==> config.mk <==
export PLATFORM = sky130hd
export DESIGN_NAME = binary_heap_priority_queue
export DESIGN_NICKNAME = d
export VERILOG_FILES = /design/src/rtl/bhpq_pkg.sv /design/src/rtl/bhpq_ram.sv /design/src/rtl/bhpq_cmp.sv /design/src/rtl/binary_heap_priority_queue.sv
export SDC_FILE = /design/constraint.sdc
export NUM_CORES = 2
export LEC_CHECK = 0
export BUFFER_PORTS_ARGS = -buffer_cell sky130_fd_sc_hd__buf_2
export CAP_MARGIN = 20
export CORE_AREA = 2 2 425 427
export CTS_CLUSTER_DIAMETER = 120
export DETAILED_ROUTE_END_ITERATION = 7
export DIE_AREA = 0 0 427 429
export GPL_ROUTABILITY_DRIVEN = 0
export GPL_TIMING_DRIVEN = 0
export PLACE_DENSITY = 0.65
export SLEW_MARGIN = 20
export SYNTH_ARGS = -nofsm -noshare
export SYNTH_HDL_FRONTEND = slang
export SYNTH_HIERARCHICAL = 1
export SYNTH_SLANG_ARGS = --single-unit
==> constraint.sdc <==
create_clock -name i_clk -period 12.8 [get_ports i_clk]
set_input_delay 2.56 -clock i_clk [delete_from_list [all_inputs] [get_ports i_clk]]
set_output_delay 2.56 -clock i_clk [all_outputs]
set_load 0.05 [all_outputs]
==> src/rtl/bhpq_pkg.sv <==
// Package for the binary heap priority queue.
// Holds sizes, command, status and state codes, and the word types of the ports.
// Used by every module in rtl/; depends on nothing.
package bhpq_pkg;

    localparam int DEPTH       = 64;
    localparam int VALUE_WIDTH = 32;
    localparam int ADDR_W      = $clog2(DEPTH);
    localparam int CNT_W       = $clog2(DEPTH + 1);

    typedef enum logic [1:0] {
        CMD_INSERT = 2'd0,
        CMD_POP    = 2'd1,
        CMD_CLEAR  = 2'd2,
        CMD_PEEK   = 2'd3
    } t_cmd;

    typedef enum logic [1:0] {
        STAT_OK    = 2'd0,
        STAT_FULL  = 2'd1,
        STAT_EMPTY = 2'd2
    } t_status;

    typedef enum logic [3:0] {
        S_IDLE,
        S_UP_CHK,
        S_UP_CMP,
        S_DN_LOAD,
        S_DN_CHK,
        S_DN_RDR,
        S_DN_PICK,
        S_DN_CMP,
        S_DONE
    } t_state;

    typedef struct packed {
        t_cmd                           command;
        logic signed [VALUE_WIDTH-1:0]  data_value;
    } t_in_word;

    typedef struct packed {
        logic signed [VALUE_WIDTH-1:0]  top_value;
        logic [CNT_W-1:0]               entry_count;
        logic                           is_empty;
        t_status                        status;
    } t_out_word;

    typedef struct packed {
        logic                           we;
        logic [ADDR_W-1:0]              addr;
        logic signed [VALUE_WIDTH-1:0]  data;
    } t_ram_wr;

endpackage

==> src/rtl/bhpq_ram.sv <==
// Heap storage: one write port and one read port with registered read data.
// Depends on bhpq_pkg for sizes and the write port struct.
module bhpq_ram (
    input  logic                                    i_clk,
    input  bhpq_pkg::t_ram_wr                       i_wr,
    input  logic [bhpq_pkg::ADDR_W-1:0]             i_raddr,
    output logic signed [bhpq_pkg::VALUE_WIDTH-1:0] o_rdata
);

    logic signed [bhpq_pkg::VALUE_WIDTH-1:0] r_mem [bhpq_pkg::DEPTH];
    logic signed [bhpq_pkg::VALUE_WIDTH-1:0] r_rdata;

    always_ff @(posedge i_clk) begin
        if (i_wr.we) begin
            r_mem[i_wr.addr] <= i_wr.data;
        end
        r_rdata <= r_mem[i_raddr];
    end

    assign o_rdata = r_rdata;

endmodule

==> src/rtl/bhpq_cmp.sv <==
// Shared ordering compare: tells whether value a must sit above value b.
// Depends on bhpq_pkg for the value width.
module bhpq_cmp (
    input  logic signed [bhpq_pkg::VALUE_WIDTH-1:0] i_a,
    input  logic signed [bhpq_pkg::VALUE_WIDTH-1:0] i_b,
    input  logic                                    i_max_mode,
    output logic                                    o_above
);

    // Equal values never rank above each other, so no swap happens on ties.
    assign o_above = i_max_mode ? (i_a > i_b) : (i_a < i_b);

endmodule

==> src/rtl/binary_heap_priority_queue.sv <==
// Top level of the binary heap priority queue: command sequencer and result register.
// Depends on bhpq_pkg, bhpq_ram (heap storage) and bhpq_cmp (shared compare).
//
// The queue holds up to DEPTH signed values in a single-port-write memory in heap
// order (children of entry i at 2i+1 and 2i+2). Each accepted input word carries a
// command: insert, pop, clear or peek; each produces exactly one result word with the
// top value (zero when empty), the entry count, an empty flag and a status (insert
// into a full heap and pop from an empty heap leave the heap untouched and are
// flagged). The order_mode register, written through i_cfg_we/i_cfg_wdata, picks a
// min-heap (0) or max-heap (1); it affects later compares only. The user must write
// it only while the queue is idle; the block itself does not enforce this. Work goes
// through one compare unit and one memory read port under a sequencer, so the queue
// takes one word at a time and holds o_in_stall high until it is done. Clear and
// peek go straight to the result, as do flagged commands and a pop that empties the
// heap. An insert walks toward the root, each level a parent read, then compare and
// move; it climbs at most log2(DEPTH) = 6 levels. A pop reads the last entry and
// walks down, each level a left read, a right read, a child pick, then compare and
// move (no pick on a level with no right child). A pop leaves at most DEPTH - 1
// entries, so it descends at most 5 levels. The result register lets the next word
// be taken while a finished result still waits for the output side.
module binary_heap_priority_queue (
    input  logic                  i_clk,
    input  logic                  i_rst_n,
    input  logic                  i_cfg_we,
    input  logic                  i_cfg_wdata,
    input  logic                  i_in_valid,
    output logic                  o_in_stall,
    input  bhpq_pkg::t_in_word    i_in_word,
    output logic                  o_out_valid,
    input  logic                  i_out_stall,
    output bhpq_pkg::t_out_word   o_out_word
);

    localparam int VW = bhpq_pkg::VALUE_WIDTH;
    localparam int AW = bhpq_pkg::ADDR_W;
    localparam int CW = bhpq_pkg::CNT_W;

    // Control state.
    bhpq_pkg::t_state  r_state, n_state;
    logic [CW-1:0]     r_count, n_count;
    logic              r_order_mode;
    logic              r_out_valid, n_out_valid;

    // Datapath state. r_val is the value being sifted, r_best the better child
    // seen so far, and r_top a copy of the root entry kept up to date on writes.
    logic [AW-1:0]          r_pos, n_pos;
    logic signed [VW-1:0]   r_val, n_val;
    logic signed [VW-1:0]   r_best, n_best;
    logic [AW-1:0]          r_best_idx, n_best_idx;
    logic signed [VW-1:0]   r_top;
    bhpq_pkg::t_status      r_status, n_status;
    bhpq_pkg::t_out_word    r_out_word, n_out_word;

    // Memory and compare unit hookup.
    bhpq_pkg::t_ram_wr      w_wr;
    logic [AW-1:0]          w_raddr;
    logic signed [VW-1:0]   w_rdata;
    logic signed [VW-1:0]   w_cmp_a, w_cmp_b;
    logic                   w_above;

    logic                   w_accept;
    logic                   w_out_load;
    logic [CW-1:0]          w_left;     // left child index of r_pos
    logic [CW:0]            w_right;    // right child index, one bit wider
    logic                   w_left_in;
    logic                   w_right_in;
    logic [AW-1:0]          w_parent;

    bhpq_ram u_ram (
        .i_clk   (i_clk),
        .i_wr    (w_wr),
        .i_raddr (w_raddr),
        .o_rdata (w_rdata)
    );

    bhpq_cmp u_cmp (
        .i_a        (w_cmp_a),
        .i_b        (w_cmp_b),
        .i_max_mode (r_order_mode),
        .o_above    (w_above)
    );

    assign w_accept   = i_in_valid && (r_state == bhpq_pkg::S_IDLE);
    assign w_out_load = (r_state == bhpq_pkg::S_DONE) && (!r_out_valid || !i_out_stall);
    assign w_left     = {r_pos, 1'b1};
    assign w_right    = {1'b0, w_left} + (CW + 1)'(1);
    assign w_left_in  = w_left < r_count;
    assign w_right_in = w_right < {1'b0, r_count};
    assign w_parent   = (r_pos - AW'(1)) >> 1;

    // Next state and datapath updates.
    always_comb begin
        n_state    = r_state;
        n_count    = r_count;
        n_pos      = r_pos;
        n_val      = r_val;
        n_best     = r_best;
        n_best_idx = r_best_idx;
        n_status   = r_status;
        case (r_state)
            bhpq_pkg::S_IDLE: begin
                if (w_accept) begin
                    n_status = bhpq_pkg::STAT_OK;
                    n_state  = bhpq_pkg::S_DONE;
                    case (i_in_word.command)
                        bhpq_pkg::CMD_INSERT: begin
                            if (r_count == CW'(bhpq_pkg::DEPTH)) begin
                                n_status = bhpq_pkg::STAT_FULL;
                            end else begin
                                n_count = r_count + CW'(1);
                                n_pos   = r_count[AW-1:0];
                                n_val   = i_in_word.data_value;
                                n_state = bhpq_pkg::S_UP_CHK;
                            end
                        end
                        bhpq_pkg::CMD_POP: begin
                            if (r_count == '0) begin
                                n_status = bhpq_pkg::STAT_EMPTY;
                            end else begin
                                n_count = r_count - CW'(1);
                                // The last entry is read this cycle unless the heap empties.
                                if (r_count != CW'(1)) begin
                                    n_state = bhpq_pkg::S_DN_LOAD;
                                end
                            end
                        end
                        bhpq_pkg::CMD_CLEAR: begin
                            n_count = '0;
                        end
                        default: begin
                        end
                    endcase
                end
            end
            bhpq_pkg::S_UP_CHK: begin
                if (r_pos == '0) begin
                    n_state = bhpq_pkg::S_DONE;
                end else begin
                    n_state = bhpq_pkg::S_UP_CMP;
                end
            end
            bhpq_pkg::S_UP_CMP: begin
                if (w_above) begin
                    n_pos   = w_parent;
                    n_state = bhpq_pkg::S_UP_CHK;
                end else begin
                    n_state = bhpq_pkg::S_DONE;
                end
            end
            bhpq_pkg::S_DN_LOAD: begin
                n_val   = w_rdata;
                n_pos   = '0;
                n_state = bhpq_pkg::S_DN_CHK;
            end
            bhpq_pkg::S_DN_CHK: begin
                if (w_left_in) begin
                    n_state = bhpq_pkg::S_DN_RDR;
                end else begin
                    n_state = bhpq_pkg::S_DONE;
                end
            end
            bhpq_pkg::S_DN_RDR: begin
                n_best     = w_rdata;
                n_best_idx = w_left[AW-1:0];
                if (w_right_in) begin
                    n_state = bhpq_pkg::S_DN_PICK;
                end else begin
                    n_state = bhpq_pkg::S_DN_CMP;
                end
            end
            bhpq_pkg::S_DN_PICK: begin
                if (w_above) begin
                    n_best     = w_rdata;
                    n_best_idx = w_right[AW-1:0];
                end
                n_state = bhpq_pkg::S_DN_CMP;
            end
            bhpq_pkg::S_DN_CMP: begin
                if (w_above) begin
                    n_pos   = r_best_idx;
                    n_state = bhpq_pkg::S_DN_CHK;
                end else begin
                    n_state = bhpq_pkg::S_DONE;
                end
            end
            bhpq_pkg::S_DONE: begin
                if (w_out_load) begin
                    n_state = bhpq_pkg::S_IDLE;
                end
            end
            default: begin
                n_state = bhpq_pkg::S_IDLE;
            end
        endcase
    end

    // Memory port, compare operands and handshake outputs.
    always_comb begin
        w_wr      = '0;
        w_raddr   = r_pos;
        w_cmp_a   = r_val;
        w_cmp_b   = w_rdata;
        case (r_state)
            bhpq_pkg::S_IDLE: begin
                // Address of the last entry, used by a pop.
                w_raddr = AW'(r_count - CW'(1));
            end
            bhpq_pkg::S_UP_CHK: begin
                w_raddr = w_parent;
                if (r_pos == '0) begin
                    w_wr = '{we: 1'b1, addr: r_pos, data: r_val};
                end
            end
            bhpq_pkg::S_UP_CMP: begin
                // The parent moves down into the hole, or the value settles here.
                w_wr = '{we: 1'b1, addr: r_pos, data: (w_above ? w_rdata : r_val)};
            end
            bhpq_pkg::S_DN_CHK: begin
                w_raddr = w_left[AW-1:0];
                if (!w_left_in) begin
                    w_wr = '{we: 1'b1, addr: r_pos, data: r_val};
                end
            end
            bhpq_pkg::S_DN_RDR: begin
                w_raddr = w_right[AW-1:0];
            end
            bhpq_pkg::S_DN_PICK: begin
                w_cmp_a = w_rdata;
                w_cmp_b = r_best;
            end
            bhpq_pkg::S_DN_CMP: begin
                w_cmp_a = r_best;
                w_cmp_b = r_val;
                w_wr    = '{we: 1'b1, addr: r_pos, data: (w_above ? r_best : r_val)};
            end
            default: begin
            end
        endcase
    end

    always_comb begin
        n_out_word.top_value   = (r_count == '0) ? '0 : r_top;
        n_out_word.entry_count = r_count;
        n_out_word.is_empty    = (r_count == '0);
        n_out_word.status      = r_status;
        n_out_valid            = w_out_load || (r_out_valid && i_out_stall);
    end

    always_ff @(posedge i_clk) begin
        if (!i_rst_n) begin
            r_state      <= bhpq_pkg::S_IDLE;
            r_count      <= '0;
            r_order_mode <= 1'b0;
            r_out_valid  <= 1'b0;
        end else begin
            r_state     <= n_state;
            r_count     <= n_count;
            r_out_valid <= n_out_valid;
            if (i_cfg_we) begin
                r_order_mode <= i_cfg_wdata;
            end
        end
    end

    always_ff @(posedge i_clk) begin
        r_pos      <= n_pos;
        r_val      <= n_val;
        r_best     <= n_best;
        r_best_idx <= n_best_idx;
        r_status   <= n_status;
        if (w_wr.we && (w_wr.addr == '0)) begin
            r_top <= w_wr.data;
        end
        if (w_out_load) begin
            r_out_word <= n_out_word;
        end
    end

    assign o_in_stall  = (r_state != bhpq_pkg::S_IDLE);
    assign o_out_valid = r_out_valid;
    assign o_out_word  = r_out_word;

    // The entry count never passes the capacity.
    a_count_cap: assert property (@(posedge i_clk) disable iff (!i_rst_n)
        r_count <= CW'(bhpq_pkg::DEPTH))
        else $error("entry count above capacity");

    // An insert into a heap with room grows the count by one.
    a_insert_grows: assert property (@(posedge i_clk) disable iff (!i_rst_n)
        (w_accept && (i_in_word.command == bhpq_pkg::CMD_INSERT)
            && (r_count != CW'(bhpq_pkg::DEPTH)))
        |=> (r_count == $past(r_count) + CW'(1)))
        else $error("insert did not grow the count");

    // A pop from a nonempty heap shrinks the count by one.
    a_pop_shrinks: assert property (@(posedge i_clk) disable iff (!i_rst_n)
        (w_accept && (i_in_word.command == bhpq_pkg::CMD_POP) && (r_count != '0))
        |=> (r_count == $past(r_count) - CW'(1)))
        else $error("pop did not shrink the count");

    // A full-drop result always reports a full heap.
    a_full_status: assert property (@(posedge i_clk) disable iff (!i_rst_n)
        (o_out_valid && (o_out_word.status == bhpq_pkg::STAT_FULL))
        |-> (o_out_word.entry_count == CW'(bhpq_pkg::DEPTH)))
        else $error("full status with room left");

endmodule
After elaboration in Yosys (flattened, before gate mapping)
Memory sizes are Yosys's and may differ from the RTL's. A register that Yosys moved wholly into a read port is not among the register bits.
Cells that the tools add are included.
Cells by class
  add/sub/neg operators: 4
  multiplexer cells: 43
  reductions and logical operators: 24
  magnitude comparators: 4
  equality and inequality tests: 21
Operators by type and width (count)
  $pmux 32 s2: 4
  $mux 32: 6
  $pmux 39 s4: 1
  $mux 39: 2
  $pmux 6 s4: 2
  $mux 4: 9
  $mux 6: 6
  $pmux 4 s9: 1
  $gt 32x32->1: 1
  $lt 32x32->1: 1
  $pmux 7 s3: 1
  $eq 4x3->1 const B: 4
  $ne 2x2->1 const B: 8
  $mux 7: 2
  $logic_not 6->1: 2
  $pmux 6 s2: 1
  $add 7x1->8 const B: 1
  $eq 4x2->1 const B: 2
  $lt 8x7->1: 1
  $pmux 4 s2: 1
  $reduce_bool 4->1: 2
  $add 7x1->7 const B: 1
  $eq 7x7->1 const B: 1
  $logic_not 7->1: 1
  other kinds (23): 35
Word-level totals
  memories kept: 1
  register bits after elaboration: 165
  memory bits (writable): 2048
Memories
  u_ram.r_mem: words 64, bits a word 32, rd ports 1, clocked after memory_dff 1, write ports 1, line bhpq_ram.sv:10  | logic signed [bhpq_pkg::VALUE_WIDTH-1:0] r_mem [bhpq_pkg::DEPTH];

Depth between registers and ports, before layout
  depth after elaboration: 8
  gate-level depth with buffers: 21
  gate-level depth less buffers: 15

Hierarchy
Netlist, hierarchy kept.
Modules (own cells, without submodules)
  bhpq_ram: cells each 3324, seq. area each 62139.6 um^2, area an instance 78515.3 um^2, instances 1
  binary_heap_priority_queue: cells each 910, seq. area each 4824.6 um^2, area an instance 9440.3 um^2, instances 1
  bhpq_cmp: cells each 118, seq. area each 0.0 um^2, area an instance 834.6 um^2, instances 1

Worst setup path before layout
OpenSTA, ideal clock, no wires.
  path kind: register to register
  start point: register r_state[3]
  end point: register r_best[0] (enable)
  required time: 12.312 ns
  clock period less this slack: 6.757 ns
  path slack: 6.043 ns
  data arrival time: 6.269 ns
  cell stages (with the launch flop): 21
  library setup time: 0.488 ns
  cells stage by stage: dfxtp_1 > buf_6 > and2b_1 > buf_2 > nand2_1 > buf_2 > buf_2 > clkbuf_1 > nand2_1 > o21ai_0 > ha_1 > a21oi_2 > nand2_1 > a221o_1 > a211o_1 > a21oi_2 > mux2_1 > clkbuf_1 > nand2_1 > mux2_2 > nor3b_1
On the way
  longest elaborated chain between the ends: 6
  elaborated cells between the ends (all ways): 11
  classes of those cells: order compare: 2; eq/ne: 4; mux: 3; reduce/logical: 2
Ends and longest elaborated chain
  start: declaration: line binary_heap_priority_queue.sv:39  | bhpq_pkg::t_state r_state, n_state;
  start signal: assignment: line binary_heap_priority_queue.sv:251  | r_state <= bhpq_pkg::S_IDLE;
  start signal: assignment: line binary_heap_priority_queue.sv:256  | r_state <= n_state;
  $eq 4x3->1: line binary_heap_priority_queue.sv:203  | case (r_state)
  $pmux 32 s2 (*): line binary_heap_priority_queue.sv:203
  named net w_cmp_a[14]: line binary_heap_priority_queue.sv:58  | logic signed [VW-1:0] w_cmp_a, w_cmp_b;
  $lt 32x32->1 / $gt 32x32->1 (equally long branches): line bhpq_cmp.sv:11  | assign o_above = i_max_mode ? (i_a > i_b) : (i_a < i_b);
  $mux 1 (*): line bhpq_cmp.sv:11
  named net w_above: line binary_heap_priority_queue.sv:59  | logic w_above;
  $ne 2x2->1 (no source line) (*)
  $reduce_and 2->1 (no source line) (*)
  end signal: assignment: line binary_heap_priority_queue.sv:268  | r_best <= n_best;
  end: declaration: line binary_heap_priority_queue.sv:48  | logic signed [VW-1:0] r_best, n_best;
The timed path passes the listed nets; every way through them passes the cells marked *.
A chain may end at the register's enable or synchronous reset.

Worst setup path after layout
  start point: register r_count[0]
  end point: register u_ram.r_rdata (netlist bit u_ram/o_rdata[13]) (read register of u_ram.r_mem)
On the way
  longest elaborated chain between the ends: 2
Ends and longest elaborated chain
  start: declaration: line binary_heap_priority_queue.sv:40  | logic [CW-1:0] r_count, n_count;
  start signal: assignment: line binary_heap_priority_queue.sv:257  | r_count <= n_count;
  $sub 7x1->7: line binary_heap_priority_queue.sv:206  | w_raddr = AW'(r_count - CW'(1));
  $pmux 6 s4: line binary_heap_priority_queue.sv:203
  named net w_raddr[2]: line binary_heap_priority_queue.sv:56  | logic [AW-1:0] w_raddr;
  end: declaration: line bhpq_ram.sv:11  | logic signed [bhpq_pkg::VALUE_WIDTH-1:0] r_rdata;
The timed path passes the listed nets, and every way through them passes these cells.

==> flow_summary_export.csv <==
group,metric,value,unit
grt,grt_pass1_vias,47789,
routing,drt-total-wl,279,mm
floorplan,die_w,427,um
critical_path,critPathMostFrequentCell,"buf_2",
critical_path,critical_path.top_delay_family,"buffers and inverters",
grt,grtUsageMet1,42.3,%
clock_tree,numCtsBuffers,219,
yosys,synthesis.nets,4446,
routing,drtAntennaViolNets,0,
floorplan,io_pins,84,
power_and_ir_drop,ir_worst_vdd,163,uV
yosys,ys_ff_latch,2245,
placement,post_dp_cell_area,98100,um2
floorplan,fp.dieH,429,um
clock_tree,clock_sinks,2245,
critical_path,slowest_delay,940,ps
routing,first_pass_iters,6,
yosys,syn_avg_cell_area,20.4,um2
power_and_ir_drop,p_leak,0.0358,uW
critical_path,crit_chain,"clkbuf_1 > inv_1 > ha_1 > xnor2_1 > mux4_2 > a21oi_1 > clkbuf_1 > buf_2 > buf_2 > buf_2 > buf_2 > mux2i_1 > a21oi_1 > a21oi_1 > nor2_1",
sta,period_minus_slack,6950,ps
power_and_ir_drop,pwr-share-seq,41.9,%
final_layout,multi_input_area,21400,um2
yosys,synth_ff_type,"edfxtp_1",
sta,max_clock_freq,0.144,GHz
placement,place_ws,6220,ps
critical_path,crit_fanout,10,
critical_path,worstReg2RegStart,"r_count[0]",
placement,port_buffers,83,
sta,worstMarginPinSlew,1190,ps
critical_path,end_kind,"register",
sta,hold_viol,0,
final_layout,fill_cells,12618,
clock_tree,clk_path_buf_depth,3,
critical_path,endpoint,"u_ram/o_rdata[13]",
sta,worst_hold_slack,417,ps
routing,via_count,49402,
sta,fin_crit_sh,54.3,%
routing,drt_iter0_drc,8053,
clock_tree,htree_num_levels,4,
clock_tree,postCtsSetupRepairBufs,0,
yosys,synthDistinctLibCells,70,
sta,timing.slew.headroom,20.3,%
floorplan,core_region_area,178000,um2
yosys,yosysTopAreaCellShare,74.4,%
sta,finClkSkew,75.2,ps
placement,place_hpwl,192,mm
clock_tree,cts-resized-gates,0,
clock_tree,cts_root_buf,"clkbuf_16",
clock_tree,clk_latency,900,ps
critical_path,critical_path_class,"register to register",
floorplan,dieArea,183000,um2
status,status,"finished, final reports clean",
critical_path,crit_path_top_delay_cell,"a21oi_1",
routing,wl_per_cell,37.7,um
grt,gr-usage-met2,44.0,%
critical_path,worstPathRequired,13460,ps
yosys,netlist_area,88800,um2
floorplan,initial_utilization,49.9,%
yosys,yosys-top-cells-area,"edfxtp_1 (74%), mux4_2 (14%), mux2i_1 (1.8%)",
routing,drcViolationCount,0,
final_layout,area_growth,18.2,%
sta,setup_slack,5850,ps
final_layout,diodes,0,
critical_path,reg2reg_depth,15,
power_and_ir_drop,p_switching,6410,uW
clock_tree,cts_hold_buf,0,
final_layout,final_common_cell,"edfxtp_1",
yosys,yosysTopAreaCell,"edfxtp_1",
power_and_ir_drop,p_int,13500,uW
sta,rsz0062_at_grt,"no",
grt,grt_use_met3,9.23,%
grt,antenna_found_initial,15,
final_layout,drive_gt1_share,28.3,%
yosys,synth_enable_flop_cells,2200,
final_layout,layout.nets,4967,
sta,setup_violations,0,
grt,grt_max_degree,66,
worst_hold_path,hold_class,"register to register",
critical_path,r2r-end,"u_ram/o_rdata[13]",
grt,grt-busiest-layer,"met2",
critical_path,path_buf_inv,7,
power_and_ir_drop,powerDensity,189,nW/um2
sta,slew_violations,0,
yosys,ys_seq_area_share,75.4,%
final_layout,ff_latch_area,67000,um2
final_layout,final_area,105000,um2
critical_path,path_depth,15,
yosys,async_reset_ff_share,0,%
flow_run,max_cap_viol_count,0,
grt,overflow,0,
sta,setup_tns,0,ps
clock_tree,path_clk_slew,60,ps
power_and_ir_drop,pwr-share-comb,26.9,%
routing,via_per_inst,6.67,
grt,groute.usage.overall,30.6,%
power_and_ir_drop,switching_share,32.3,%
final_layout,final_cell_mix,"edfxtp_1 (2200), mux4_2 (545), clkbuf_16 (222), mux2i_1 (159)",
critical_path,r2r_slack,5850,ps
power_and_ir_drop,p_clk_share,31.1,%
critical_path,critPathLaunch,"r_count[0]",
grt,grt_pass1_wl,381,mm
clock_tree,cts_tree,"yes",
floorplan,row_count,155,
yosys,synthCells,4352,
critical_path,cp-start-kind,"register",
critical_path,worstPathArrival,7610,ps
yosys,yosys_warnings,6,
## state kept, by name (all words and copies together), names as in the netlist
register / cells
r_state: 4
r_order_mode: 1
o_out_word: 42
r_val: 32
r_status: 2
u_ram/r_mem: 2048
o_out_valid: 1
r_top: 32
r_pos: 6
r_best_idx: 6
r_best: 32
r_count: 7
u_ram/o_rdata: 32
## final cells by class
| class | instances | area share, % |
|---|---|---|
| buffer | 246 | 1.13 |
| multi-input combinational | 1772 | 20.4 |
| inverter | 89 | 0.318 |
| timing repair buffer | 300 | 5.02 |
| clock inverter | 132 | 1.01 |
| sequential | 2245 | 63.8 |
| clock buffer | 270 | 5.50 |
| tap | 2355 | 2.81 |
## per-layer routing
| metal | up-vias | part of all wire (%) |
|---|---|---|
| li1 | 19061 | - |
| met1 | 25844 | 36 |
| met2 | 3827 | 44 |
| met3 | 662 | 14 |
| met4 | 8 | 6.1 |
| met5 | - | 0.020 |
## logic make-up (layout without fill, tap and decap cells)
family / count (synthesis) / count (layout) / synth area share, %
simple gates: 485 / 485 / 2.54
buf+inv: 335 / 1037 / 1.70
compound gates: 474 / 474 / 3.32
xor+xnor: 20 / 20 / 0.197
flops: 2245 / 2245 / 75.4
mux: 739 / 739 / 16.1
fa+ha+maj: 54 / 54 / 0.761
## through the flow
stage	util [%]	power, uW	cells
final	59.0	19900	7409
after detailed placement	55.1	13600	7007
after global routing	59.0	20300	7409
after CTS	59.0	19700	7409
after floorplan	-	11400	4352
after global placement	51.8	13500	6790
## cell usage after synthesis (all sizes together) (6+ instances only)
cell type  instances
nand4             11
nand3b             6
a22oi             17
o21ai             88
a311oi             8
nor2b             21
mux2i            159
a21oi            163
mux4             545
nor3              15
and3               8
nand2b            12
nand2            127
xnor2             15
buf              138
mux2              35
clkbuf           108
nor2             195
o22ai             87
o221ai            28
dfxtp             45
edfxtp          2200
nand3             27
a31oi              9
ha                54
o2bb2ai           31
inv               89
and2              34
## worst min path at each step
| stage | slack, ps | depth (start not counted) | from | end |
|---|---|---|---|---|
| floorplan | 400 | 0 | r_status[0] | o_out_word[0] |
| CTS | 420 | 0 | r_status[1] | o_out_word[1] |
| global placement | 400 | 0 | r_status[0] | o_out_word[0] |
| detailed placement | 410 | 0 | r_status[1] | o_out_word[1] |
| global route | 440 | 0 | r_status[1] | o_out_word[1] |
| finish | 420 | 0 | r_status[1] | o_out_word[1] |
## power groups by stage
stage / Clock [uW] / Sequential (uW) / Combinational (uW)
final: 6190 / 8330 / 5350
after global routing: 6520 / 8340 / 5450
after CTS: 6240 / 8320 / 5180
after detailed placement: 0 / 8480 / 5160
after global placement: 0 / 8510 / 4980
after floorplan: 0 / 8500 / 2930
(Power assumes the default switching activity.)
